`src/rtl/core/packed_cholesky_factorizer_unit_assert.svh`:
```
// assertion macros for the packed cholesky factoriser
`ifndef PACKED_CHOLESKY_FACTORIZER_UNIT_ASSERT_SVH
`define PACKED_CHOLESKY_FACTORIZER_UNIT_ASSERT_SVH
`ifndef ASSERT_OFF
`define PCF_ASSERT_IMPL(label, clk, rst_n, prop) \
    label: assert property (@(posedge clk) disable iff (!rst_n) prop) \
        else $error("assertion failed");
`define PCF_ASSERT_NOW(label, clk, prop) \
    label: assert property (@(posedge clk) prop) else $error("assertion failed");
`else
`define PCF_ASSERT_IMPL(label, clk, rst_n, prop)
`define PCF_ASSERT_NOW(label, clk, prop)
`endif
`endif

```
`src/rtl/core/pcf_ram.sv`:
```
// generic single-port ram with registered read
`timescale 1ns / 1ps
module pcf_ram #(
    parameter int WIDTH = 32,
    parameter int DEPTH = 36
) (
    input  logic                                          i_clk,
    input  logic                                          i_we,
    input  logic [((DEPTH > 1) ? $clog2(DEPTH) : 1)-1:0] i_addr,
    input  logic [WIDTH-1:0]                              i_wdata,
    output logic [WIDTH-1:0]                              o_rdata
);
    logic [WIDTH-1:0] r_mem [DEPTH];

    always_ff @(posedge i_clk) begin
        if (i_we) begin
            r_mem[i_addr] <= i_wdata;
        end
        o_rdata <= r_mem[i_addr];
    end
endmodule

```
`config.mk`:
```
export PLATFORM = sky130hd
export DESIGN_NAME = pcf_ram
export DESIGN_NICKNAME = d
export VERILOG_FILES = /design/src/rtl/core/packed_cholesky_factorizer_unit_assert.svh /design/src/rtl/core/pcf_ram.sv
export SDC_FILE = /design/constraint.sdc
export NUM_CORES = 1
export LEC_CHECK = 0
export BUFFER_PORTS_ARGS = -buffer_cell sky130_fd_sc_hd__buf_2
export CORE_MARGIN = 2
export CORE_UTILIZATION = 50
export DETAILED_ROUTE_END_ITERATION = 10
export HOLD_SLACK_MARGIN = 0.02
export PLACE_DENSITY = 0.66
export SYNTH_ARGS = -nofsm -noshare
export SYNTH_HDL_FRONTEND = slang
export SYNTH_SLANG_ARGS = --single-unit
```
`constraint.sdc`:
```
create_clock -name i_clk -period 3.8 [get_ports i_clk]
set_clock_uncertainty 0.15 [all_clocks]
set_input_delay 0.57 -clock i_clk [delete_from_list [all_inputs] [get_ports i_clk]]
set_output_delay 0.57 -clock i_clk [all_outputs]
set_load 0.005 [all_outputs]
```
==> qor.json <==
{
  "worstPathCellList": {"value": "buf_8 > buf_12 > and2_2 > buf_12 > a21oi_1 > o21ai_0 > a22oi_1 > o211ai_1"},
  "yosysWarnings": {"value": 0},
  "count_of_flip_flops_with_a_built_in_enable_after_synthesis": {"value": 1152},
  "cts-buffers-inserted": {"value": 111},
  "depth_of_the_worst_register_to_register_path": {"value": 4},
  "worstHoldStart": {"value": "i_wdata[29]"},
  "cts.repair_timing.setup_buffer_count": {"value": 0},
  "place_area": {"value": 47900, "unit": "µm²"},
  "hold_path_end": {"value": "r_mem[24][29]"},
  "cts_root_buffer": {"value": "sky130_fd_sc_hd__clkbuf_16"},
  "grt_setup_unrepaired": {"value": "false"},
  "effective_utilization_at_floorplan": {"value": 50.3, "unit": "%"},
  "io_pins": {"value": 72},
  "setup.reg_to_reg.worst_slack": {"value": 1.74, "unit": "ns"},
  "max_clock_freq": {"value": 375, "unit": "MHz"},
  "sum_of_negative_setup_slack": {"value": 0, "unit": "ns"},
  "core": {"value": 89900, "unit": "µm²"},
  "netlist_area": {"value": 45200, "unit": "µm²"},
  "min_period_over_period": {"value": 70.2, "unit": "%"},
  "outcome": {"value": "completed"},
  "rr_endpoint": {"value": "o_rdata[9]"},
  "tritoncts": {"value": "yes"},
  "port-buffer-count": {"value": 71},
  "number_of_placement_rows": {"value": 110},
  "grt_start_max_net_pins": {"value": 87},
  "finalWirelength": {"value": 133000, "unit": "µm"},
  "postSynth.asyncResetShare": {"value": 0, "unit": "%"},
  "critPathRequiredTime": {"value": 4.19, "unit": "ns"},
  "vias": {"value": 25500},
  "cp_slowest_cell": {"value": "sky130_fd_sc_hd__and2_2"},
  "postLayoutCellArea": {"value": 51500, "unit": "µm²"},
  "grt_pass1_vias": {"value": 24600},
  "ys_seq_area_share": {"value": 77.9, "unit": "%"},
  "floorplan.die.width": {"value": 305, "unit": "µm"},
  "synthCells": {"value": 2354},
  "wl_met3": {"value": 15400, "unit": "µm"},
  "critical_path_class": {"value": "input pin to register"},
  "dpl_hpwl": {"value": 75000, "unit": "µm"},
  "worst-endpoint-arrival": {"value": 3.06, "unit": "ns"},
  "peakVddDrop": {"value": 0.417, "unit": "mV"},
  "dr.first_iter.drc_count": {"value": 3806},
  "topRoutingLayerUsed": {"value": "met5"},
  "slew_viol_final": {"value": 0},
  "fin_total_pwr": {"value": 26900, "unit": "µW"},
  "synth.distinct_cells": {"value": 66},
  "n_fill_cell": {"value": 6539},
  "groute.usage.overall": {"value": 28.4, "unit": "%"},
  "initial_antenna_violation_count": {"value": 11},
  "global_route.overflow_total": {"value": 0},
  "worstSetupEndpointType": {"value": "register"},
  "leakagePower": {"value": 0.0167, "unit": "µW"},
  "synth_top_flop_cell": {"value": "sky130_fd_sc_hd__edfxtp_1"},
  "max_slew_margin": {"value": 15.4, "unit": "%"},
  "post_route_cells_drive_above_1_share": {"value": 24.0, "unit": "%"},
  "clock_tree.buffer_depth": {"value": 3},
  "vias_per_cell": {"value": 6.68},
  "r2r_startpoint": {"value": "r_mem[34][9]"},
  "cts_repair_resize_count": {"value": 0},
  "gpl.final_weighted_congestion": {"value": 0.845},
  "holdPathStages": {"value": 1},
  "power_density": {"value": 522, "unit": "nW/µm²"},
  "clock_sinks": {"value": 1184},
  "clock_latency": {"value": 0.69, "unit": "ns"},
  "setup-violations-final": {"value": 0},
  "hold_path_class": {"value": "input pin to register"},
  "routed_wire_length_per_instance": {"value": 34.7, "unit": "µm"},
  "antenna_left": {"value": 0},
  "floorplan.die_area": {"value": 92900, "unit": "µm²"},
  "wirelength_met1": {"value": 50500, "unit": "µm"},
  "ctsHoldBuffers": {"value": 0},
  "cap_violations": {"value": 0},
  "finalNetCount": {"value": 2575},
  "timing.critical_path.slowest_cell_delay": {"value": 0.54, "unit": "ns"},
  "drc_errors": {"value": 0},
  "critPathMostFrequentCell": {"value": "sky130_fd_sc_hd__buf_12"},
  "final-instance-count-excl-fill": {"value": 3815},
  "postSynthNetCount": {"value": 2394},
  "cts-htree-levels": {"value": 3},
  "critPathMaxFanout": {"value": 45},
  "dpl.cell_count": {"value": 3598},
  "routed-wl-met2": {"value": 61300, "unit": "µm"},
  "areaGrowthSynthToFinish": {"value": 13.9, "unit": "%"},
  "synth-seq-cells": {"value": 1184},
  "synthesis.area_per_instance": {"value": 19.2, "unit": "µm²"},
  "dr.pass1.iters": {"value": 6},
  "first_pass_grt_wire_length": {"value": 185000, "unit": "µm"},
  "clkTransAtPathRegs": {"value": 0.06, "unit": "ns"},
  "finalHoldViolations": {"value": 0},
  "min_clock_period_post_route": {"value": 2.67, "unit": "ns"},
  "critical_path.startpoint_type": {"value": "input pin"},
  "max_slew.worst_pin.slew": {"value": 1.27, "unit": "ns"},
  "floorplan.die.height": {"value": 305, "unit": "µm"}
}
-- synthesized netlist by cell type (all sizes together) (6+ instances only) --
| master | n | share of area [%] |
|---|---|---|
| buf | 115 | 1.8 |
| o21ai | 56 | 0.62 |
| a211oi | 10 | 0.18 |
| a221o | 8 | 0.18 |
| o221ai | 6 | 0.12 |
| nor3 | 6 | 0.089 |
| o22a | 8 | 0.15 |
| a21oi | 69 | 0.76 |
| o2bb2ai | 7 | 0.14 |
| edfxtp | 1152 | 76 |
| a22o | 19 | 0.37 |
| o211ai | 16 | 0.27 |
| a32oi | 7 | 0.14 |
| a221oi | 90 | 1.8 |
| and3 | 9 | 0.12 |
| mux2 | 95 | 2.4 |
| a22oi | 92 | 1.5 |
| nor2b | 7 | 0.097 |
| dfxtp | 32 | 1.4 |
| nand2 | 84 | 0.70 |
| o22ai | 29 | 0.40 |
| nand3 | 19 | 0.21 |
| nand4 | 11 | 0.15 |
| nor2 | 91 | 0.78 |
| clkbuf | 35 | 0.29 |
| mux4 | 104 | 5.2 |
| mux2i | 126 | 2.8 |
-- where the power goes --
| part | internal [µW] | total, µW | switching [µW] |
|---|---|---|---|
| clock | 6250 | 11000 | 4760 |
| sequential | 14400 | 14500 | 47.6 |
| combinational | 454 | 1410 | 953 |
-- cell families after synthesis --
kind of cell    count (synthesis)  share of synthesized area, %
compound gates                444                          7.12
buf+inv                       153                          2.12
flops                        1184                          77.9
mux                           325                          10.4
simple gates                  248                          2.48
-- metrics by stage --
| stage | setup slack (ns) | hold slack (ns) | util (%) |
|---|---|---|---|
| after floorplan | 0.259 | 0.372 | - |
| after global placement | 0.527 | 0.411 | 53.2 |
| after detailed placement | 0.448 | 0.433 | 53.2 |
| after CTS | 1.20 | 0.227 | 57.3 |
| after global routing | 1.04 | 0.290 | 57.3 |
| final | 1.13 | 0.258 | 57.3 |
-- registers in the layout, indices dropped and copies added, names as in the netlist --
signal   count
r_mem     1152
o_rdata     32
-- final cells by class --
cell class	count	area (µm²)	area share, %
Sequential cell	1184	35200	68.4
Timing Repair Buffer	218	1790	3.47
Antenna cell	8	20.0	0.0389
Inverter	3	11.3	0.0219
Clock buffer	154	3100	6.02
Clock inverter	55	533	1.03
Tap cell	1176	1470	2.86
Multi-Input combinational cell	1017	9350	18.2
-- cell usage in the layout, fill, tap and decap left out, types with 11 or more instances in the layout --
| cell | netlist | layout |
|---|---|---|
| sky130_fd_sc_hd__edfxtp_1 | 1152 | 1152 |
| sky130_fd_sc_hd__mux2i_1 | 126 | 126 |
| sky130_fd_sc_hd__buf_4 | 26 | 123 |
| sky130_fd_sc_hd__clkbuf_16 | 0 | 113 |
| sky130_fd_sc_hd__mux4_2 | 100 | 100 |
| sky130_fd_sc_hd__a22oi_1 | 92 | 92 |
| sky130_fd_sc_hd__mux2_2 | 90 | 90 |
| sky130_fd_sc_hd__a221oi_1 | 87 | 87 |
| sky130_fd_sc_hd__nand2_1 | 84 | 84 |
| sky130_fd_sc_hd__a21oi_1 | 69 | 69 |
| sky130_fd_sc_hd__buf_2 | 61 | 68 |
| sky130_fd_sc_hd__o21ai_0 | 54 | 54 |
| sky130_fd_sc_hd__nor2_1 | 89 | 52 |
| sky130_fd_sc_hd__nor2_4 | 1 | 39 |
| sky130_fd_sc_hd__dfxtp_1 | 32 | 32 |
| sky130_fd_sc_hd__o22ai_1 | 29 | 29 |
| sky130_fd_sc_hd__clkbuf_1 | 35 | 29 |
| sky130_fd_sc_hd__buf_12 | 1 | 24 |
| sky130_fd_sc_hd__clkinv_2 | 0 | 21 |
| sky130_fd_sc_hd__a22o_1 | 19 | 19 |
| sky130_fd_sc_hd__nand3_1 | 19 | 19 |
| sky130_fd_sc_hd__o211ai_1 | 16 | 16 |
| sky130_fd_sc_hd__clkinv_1 | 1 | 15 |
| sky130_fd_sc_hd__clkbuf_8 | 0 | 12 |
| sky130_fd_sc_hd__nand4_1 | 11 | 11 |
-- layer usage --
layer	vias to the layer above	GRT usage, %
li1	10100	-
met1	13200	39.9
met2	1826	43.7
met3	305	5.99
met4	2	11.3
met5	-	0
-- worst max-delay path: cells and delay by family --
family / cells / cell delay [ns]
simple gates: 1 / 0.54
compound gates: 4 / 0.79
buf+inv: 3 / 1.01
-- worst max path at each step --
stage / start / to / slack [ns]
6_report: i_addr[1] / o_rdata[9] / 1.13
4_1_cts: i_addr[1] / o_rdata[9] / 1.20
3_3_place_gp: i_addr[1] / o_rdata[9] / 0.53
3_5_place_dp: i_addr[1] / o_rdata[9] / 0.45
2_1_floorplan: i_addr[2] / r_mem[33][0] / 0.26
5_1_grt: i_addr[1] / o_rdata[9] / 1.04
No activity file was read; power rests on OpenSTA's default activity.
